## src/hw/rtl/tdp_pkg.sv

```systemverilog
// Package for the trial-division prime test: widths, word types, control types.
`default_nettype none
package tdp_pkg;

  // Width of the tested value.
  localparam int DATA_WIDTH = 32;
  // A divisor that can still pass d*d <= value needs half the width plus one bit.
  localparam int DIV_W = DATA_WIDTH / 2 + 1;
  // The running square d*d may step just past the largest positive value.
  localparam int SQ_W = DATA_WIDTH + 1;
  // Counter over the bits of the dividend.
  localparam int BIT_CNT_W = $clog2(DATA_WIDTH);
  localparam logic [BIT_CNT_W-1:0] LAST_BIT = BIT_CNT_W'(DATA_WIDTH - 1);
  // The first divisor tried, and its square.
  localparam logic [DIV_W-1:0] FIRST_DIVISOR = DIV_W'(2);
  localparam logic [SQ_W-1:0] FIRST_SQUARE = SQ_W'(4);
  localparam logic [DATA_WIDTH-1:0] SMALLEST_PRIME = DATA_WIDTH'(2);

  // Input word.
  typedef struct packed {
    logic signed [DATA_WIDTH-1:0] value;
    logic                         last_element;
  } tdp_in_t;

  // Result word.
  typedef struct packed {
    logic signed [DATA_WIDTH-1:0] value_out;
    logic                         is_prime;
    logic                         last_out;
  } tdp_out_t;

  // Controller states.
  typedef enum logic [1:0] {
    ST_IDLE,
    ST_CHECK,
    ST_DIVIDE,
    ST_TEST
  } tdp_state_t;

  // Commands from the controller to the datapath.
  typedef struct packed {
    logic load;       // capture the input word, set divisor to two
    logic begin_div;  // clear remainder, load dividend shifter
    logic div_step;   // one restoring-division bit
    logic next_div;   // advance divisor and its square
    logic finish;     // register the result and strobe it
    logic prime;      // verdict that goes with finish
  } tdp_cmd_t;

  // Status from the datapath to the controller.
  typedef struct packed {
    logic below_two;  // negative, zero or one
    logic sq_le;      // divisor squared does not exceed the value
    logic div_last;   // the current division step is the last one
    logic rem_zero;   // the finished remainder is zero
  } tdp_status_t;

endpackage
`default_nettype wire

```

## src/hw/rtl/tdp_datapath.sv

```systemverilog
// Datapath for the trial-division prime test: divisor, square, bit-serial remainder.
`default_nettype none
module tdp_datapath (
  input  wire logic                clk,
  input  wire logic                rst,
  input  wire tdp_pkg::tdp_in_t    item,
  input  wire tdp_pkg::tdp_cmd_t   cmd,
  output tdp_pkg::tdp_status_t     status,
  output tdp_pkg::tdp_out_t        result,
  output logic                     done
);
  import tdp_pkg::*;

  logic [DATA_WIDTH-1:0] held_value;
  logic                  held_last;
  logic [DIV_W-1:0]      divisor;
  logic [SQ_W-1:0]       square;
  logic [DATA_WIDTH-1:0] dividend;
  logic [DIV_W-1:0]      remainder;
  logic [BIT_CNT_W-1:0]  bit_cnt;
  logic [DIV_W:0]        trial;
  logic [DIV_W:0]        diff;
  logic [DIV_W-1:0]      remainder_next;
  logic [SQ_W-1:0]       square_next;

  // One restoring-division bit: shift in the next dividend bit, subtract if it fits.
  always_comb begin
    trial = {remainder, dividend[DATA_WIDTH-1]};
    diff  = trial - {1'b0, divisor};
    if (trial >= {1'b0, divisor}) remainder_next = diff[DIV_W-1:0];
    else remainder_next = trial[DIV_W-1:0];
  end

  // (d+1)^2 = d^2 + 2d + 1.
  assign square_next = square + SQ_W'({divisor, 1'b1});

  // Operand and iteration registers.
  always_ff @(posedge clk) begin
    if (cmd.load) begin
      held_value <= item.value;
      held_last  <= item.last_element;
      divisor    <= FIRST_DIVISOR;
      square     <= FIRST_SQUARE;
    end
    if (cmd.next_div) begin
      divisor <= divisor + DIV_W'(1);
      square  <= square_next;
    end
    if (cmd.begin_div) begin
      dividend  <= held_value;
      remainder <= '0;
      bit_cnt   <= '0;
    end
    if (cmd.div_step) begin
      dividend  <= {dividend[DATA_WIDTH-2:0], 1'b0};
      remainder <= remainder_next;
      bit_cnt   <= bit_cnt + BIT_CNT_W'(1);
    end
  end

  // Status to the controller.
  always_comb begin
    status.below_two = held_value[DATA_WIDTH-1] || (held_value < SMALLEST_PRIME);
    status.sq_le     = square <= {1'b0, held_value};
    status.div_last  = bit_cnt == LAST_BIT;
    status.rem_zero  = remainder == '0;
  end

  // Result word register and strobe.
  always_ff @(posedge clk) begin
    if (rst) begin
      done <= 1'b0;
    end else begin
      done <= cmd.finish;
    end
    if (cmd.finish) begin
      result.value_out <= held_value;
      result.is_prime  <= cmd.prime;
      result.last_out  <= held_last;
    end
  end

endmodule
`default_nettype wire
```

## config.mk

```make
export PLATFORM = sky130hd
export DESIGN_NAME = tdp_datapath
export DESIGN_NICKNAME = d
export VERILOG_FILES = /design/src/hw/rtl/tdp_pkg.sv /design/src/hw/rtl/tdp_datapath.sv
export SDC_FILE = /design/constraint.sdc
export NUM_CORES = 1
export LEC_CHECK = 0
export ABC_AREA = 1
export ABC_CLOCK_PERIOD_IN_PS = 3860
export BUFFER_PORTS_ARGS = -buffer_cell sky130_fd_sc_hd__clkbuf_2
export CORE_MARGIN = 2
export CORE_UTILIZATION = 46
export DETAILED_ROUTE_END_ITERATION = 16
export PLACE_DENSITY_LB_ADDON = 0.25
export SLEW_MARGIN = 30
export SYNTH_ARGS = -nofsm -noshare
export SYNTH_HDL_FRONTEND = slang
export SYNTH_SLANG_ARGS = --single-unit
```

## constraint.sdc

```tcl
create_clock -name clk -period 3.86 [get_ports clk]
set_input_delay 0 -clock clk [delete_from_list [all_inputs] [get_ports clk]]
set_output_delay 0 -clock clk [all_outputs]
set_load 0.01 [all_outputs]
```

[After elaboration in Yosys (flattened, before gate mapping)]
Index checks and enable logic that the tools add are counted.
Storage, ports and cells
  register bits after elaboration: 172
  bits of input ports: 41
  output and inout bits: 39
  word-level logic and storage cells: 35
Operators by class
  add/subtract/negate cells: 4
  order comparisons: 3
  eq/ne operators: 1
  mux-type cells: 11
  reductions and logical operators: 4
Operators by type and width (number)
  $mux 17: 5
  $mux 33: 2
  $mux 32: 2
  $add 33x18->33: 1
  $le 33x32->1: 1
  $lt 32x2->1 const B: 1
  $ge 18x17->1: 1
  $add 17x1->17 const B: 1
  $logic_not 17->1: 1
  $sub 17x17->17: 1
  $mux 5: 2
  $add 5x1->5 const B: 1
  $eq 5x5->1 const B: 1
  $reduce_bool 2->1: 2
  $logic_or 1x1->1: 1

[Logic depth before layout (Yosys ltp)]
  word-level depth: 3
  depth in mapped cells: 14
  mapped depth without buffers: 14

[Worst setup path before layout]
No wires, ideal clock.
  path kind: reg2reg
  from: register divisor[0]
  to: register remainder[14], data pin
  library setup time: 0.252 ns
  arrival time: 1.751 ns
  data required time: 3.608 ns
  path slack: 1.858 ns
  cell stages (with the launch flop): 11
  buffers on the path: 1
  clock period less this slack: 2.002 ns
  cells stage by stage: edfxtp_1 ha_1 inv_1 fa_1 nand3_1 nand3_1 nand2_2 buf_6 nand3b_1 nand2_1 nor2_1
Between the ends
  cells in the longest elaborated chain, start to end: 3
  elaborated cells on any way between the ends: 4
  those cells by class: add/sub: 1; order compare: 1; mux: 2
RTL lines
  from (decl): RTL line tdp_datapath.sv:16  | logic [DIV_W-1:0] divisor;
  from (signal assigned): RTL line tdp_datapath.sv:46  | divisor <= divisor + DIV_W'(1);
  $sub 17x17->17 or $ge 18x17->1 (tied branches): RTL line tdp_datapath.sv:29, tdp_datapath.sv:30
  $mux 17 *: RTL line tdp_datapath.sv:30  | if (trial >= {1'b0, divisor}) remainder_next = diff[DIV_W-1:0];
  $mux 17 *: RTL line tdp_datapath.sv:54  | if (cmd.div_step) begin
  to (signal assigned): RTL line tdp_datapath.sv:56  | remainder <= remainder_next;
  to (decl): RTL line tdp_datapath.sv:19  | logic [DIV_W-1:0] remainder;
Mark *: on every way between the ends. The rest lies on a longest branch, timed or not.
A chain may end at the register's enable or synchronous reset.

==> summary.md <==
| Metric | Value |
|---|---|
| CTS resizes | `0` |
| Maximum root-to-sink buffer count | `2` |
| Pin count of the biggest net entering global routing | `55` |
| DRT Pass-1 Iters | `7` |
| Max Transition Viols Final | `0` |
| RR Endpoint | `remainder[13]` |
| Post-Syn Instances | `1201` |
| Final ANT Viol Nets | `0` |
| Ant diodes | `0` |
| Initial drt markers | `426` |
| Hold path endpoint | `dividend[0]` |
| Ranking of synthesized cells by area | `edfxtp_1 (50%), nand2_1 (13%), ha_1 (8.5%)` |
| Post-Syn Area | `10200 um^2` |
| Post-DP Area | `10900 um^2` |
| Effective utilization at floorplan | `0.468` |
| Post-synth top area cell | `edfxtp_1` |
| Ratio of cells with drive above 1 in the final layout | `0.106` |
| Sequential share of the synthesized area | `0.504` |
| Initial antenna violation count | `0` |
| Relative slew slack | `0.385` |
| Vias in the first global route | `7790` |
| Reg2reg setup slack | `approximately 1.5 ns` |
| Clock tree sinks | `172` |
| Finished Cell Area | `11900 um^2` |
| CTS HTree Levels | `4` |
| Clock root buffer | `clkbuf_16` |
| Vias per cell | `4.98` |
| Worst Skew | `0.00950 ns` |
| DRC Markers | `0` |
| Hold wc startpoint | `cmd[3]` |
| Register area | `approximately 5100 um^2` |
| Area of the core | `21800 um^2` |
| Hold path cells | `3` |
| Worst skew pair latency | `around 0.44 ns` |
| Multi-input gate area | `4250 um^2` |
| P&R area growth vs syn | `16.8%` |
| Die area | `23400 um^2` |
| Die Span X | `153 um` |
| Distinct cells, synth | `36` |
| RePlAce Congestion | `0.899` |
| Max-cap violations | `0` |
| Critical path endpoint category | `output port` |
| WL final | `23300 um` |
| Gr usage total | `0.203` |
| Die Span Y | `153 um` |
| Avg Inst Size Synth | `roughly 8.5 um^2` |
| Top-area cell type share of the netlist area | `0.500` |
| Via count | `8057` |
| Crit path required time | `~3.9 ns` |
| Filler cells | `between 1500 and 2000` |
| HPWL after DPL | `17500 um` |
| Nets | `1437` |
| Fin Hold WS | `0.191 ns` |
| Worst-path fanout max | `5` |
| Num rows | `54` |
| Setup TNS Final | `0 ns` |
| Worst Hold Class | `input port to register` |
| Syn_nets | `1313` |
| Worst setup SP type | `register` |
| Setup Crit Path Kind | `register to output port` |
| Endpoints failing hold | `0` |
| Reg2Reg Depth | `11` |
| Period minus WS final | `about 2.4 ns` |
| PD cells | `564 nW/um^2` |
| Peak supply drop | `0.339 mV` |
| Util after Layout | `0.546` |
| Gr ovfl total | `0` |
| Warnings, synthesis | `0` |
| Total CTS buffers | `17` |
| Clock transition at path regs | `0.08 ns` |
| Final setup viols | `0` |
| CTS tree | `yes` |
| Final period util | `0.628` |
| First-pass GRT wire length | `~38000 um` |
| Outcome | `finished, final reports clean` |
| RSZ-0062 raised after global routing | `no` |
| Tightest Pin Transition | `a little over 0.9 ns` |
| Max Fclk | `approximately 410 MHz` |
| Wire length per cell | `approximately 14 um` |
| Port bufs | `between 70 and 80` |
| Setup Buffers After CTS | `0` |
| Leakage | `5.61 nW` |
| Total power | `6.72 mW` |
| # IOs | `80` |
| R2r startpoint | `divisor[12]` |
| Arrival time worst endpoint | `between 2 and 2.5 ns` |
| FF+latch count, synth | `172` |
[power breakdown]
part,internal (mW),switching (mW),leakage (nW),total (mW)
logic,0.819,1.45,3.52,2.26
clock network,0.950,0.883,0.309,1.83
registers,2.39,0.231,1.79,2.62
[flip-flops by register name, indices dropped and copies added, names as in the netlist]
name / cells
divisor: 17
dividend: 32
done: 1
bit_cnt: 5
remainder: 17
square: 33
result: 34
held_value: 32
held_last: 1
[worst max path at each step]
stage,from,endpoint,slack (ns),cells past startpoint
after floorplan,divisor[0],remainder[14],1.86,10
after global placement,divisor[0],remainder[14],1.59,12
after detailed placement,divisor[12],remainder[13],1.50,11
after CTS,held_value[31],status[2],1.45,12
after global routing,square[30],status[2],1.17,11
final,square[30],status[2],1.44,11
[cells in the mapped netlist (all sizes together)]
cell    count
a21boi      2
a21oi      66
a31oi       1
and2        1
and3        1
buf         3
clkbuf     14
dfxtp       2
edfxtp    170
fa          2
ha         69
inv       193
nand2     351
nand3      46
nand3b     16
nand4       6
nor2      142
nor3       19
nor3b       2
nor4       13
nor4b       1
o21a        3
o21ai      62
o21bai      3
or2         2
xnor2       3
xor2        8
[layout make-up]
| type | count | area share |
|---|---|---|
| clock buffer | 17 | 0.0357 |
| clock inverter | 15 | 0.0181 |
| inverter | 193 | 0.0610 |
| multi-input combinational | 819 | 0.356 |
| sequential | 172 | 0.432 |
| tap | 280 | 0.0294 |
| timing repair buffer | 122 | 0.0680 |
[metrics by stage]
| stage | setup WS (ns) | std cells |
|---|---|---|
| after floorplan | 1.86 | 1201 |
| after global placement | 1.59 | 1549 |
| after detailed placement | 1.50 | 1549 |
| after CTS | 1.45 | 1618 |
| after global routing | 1.17 | 1618 |
| final | 1.44 | 1618 |
[routing by layer]
layer  up-vias  part of all wire  global-route usage
met3        46             0.045              0.0340
met1      3647              0.46               0.268
met2       179              0.47               0.340
met5         -                 0                   0
li1       4185                 -                   -
met4         0             0.027              0.0692
[critical path, stage by stage (launching register included)]
cell and delay [ns]:
edfxtp_1 0.46, ha_1 0.34, nand2_1 0.05, nor3_1 0.26, nand2_1 0.13, nor2_1 0.26, nand3_1 0.11, nor2_1 0.10
nor2_1 0.05, nand2_1 0.05, nand2_1 0.05, clkbuf_2 0.13
[logic make-up (layout without fill, tap and decap cells)]
logic type,Yosys count,in the layout,share of synthesized area
and+or+nand+nor,600,600,0.249
buffers and inverters,210,347,0.0801
xor gates and xnor gates,11,11,0.00944
DFF,172,172,0.504
adders and majority gates,71,71,0.0885
AOI/OAI and AO/OA,137,137,0.0693
[placed cells by master (no fill, tap or decap), drive strengths merged, types with 2 or more instances in the layout]
cell	instances
a21boi	2
fa	2
o21bai	3
nor3b	2
edfxtp	170
dfxtp	2
nor2	142
xnor2	3
nand2	351
o21a	3
nand3	46
buf	6
nand4	6
or2	2
nor3	19
o21ai	62
clkinv	8
clkbuf	96
a21oi	66
nand3b	16
xor2	8
inv	199
nor4	13
dlygate4sd3	37
ha	69
[repair_timing]
| action | in CTS | in global routing |
|---|---|---|
| endpoints found under the hold margin | 37 | 0 |
| hold buffers | 37 | 0 |
| endpoints found under the setup margin | 0 | 0 |
Power figures use the tool's default switching activity.
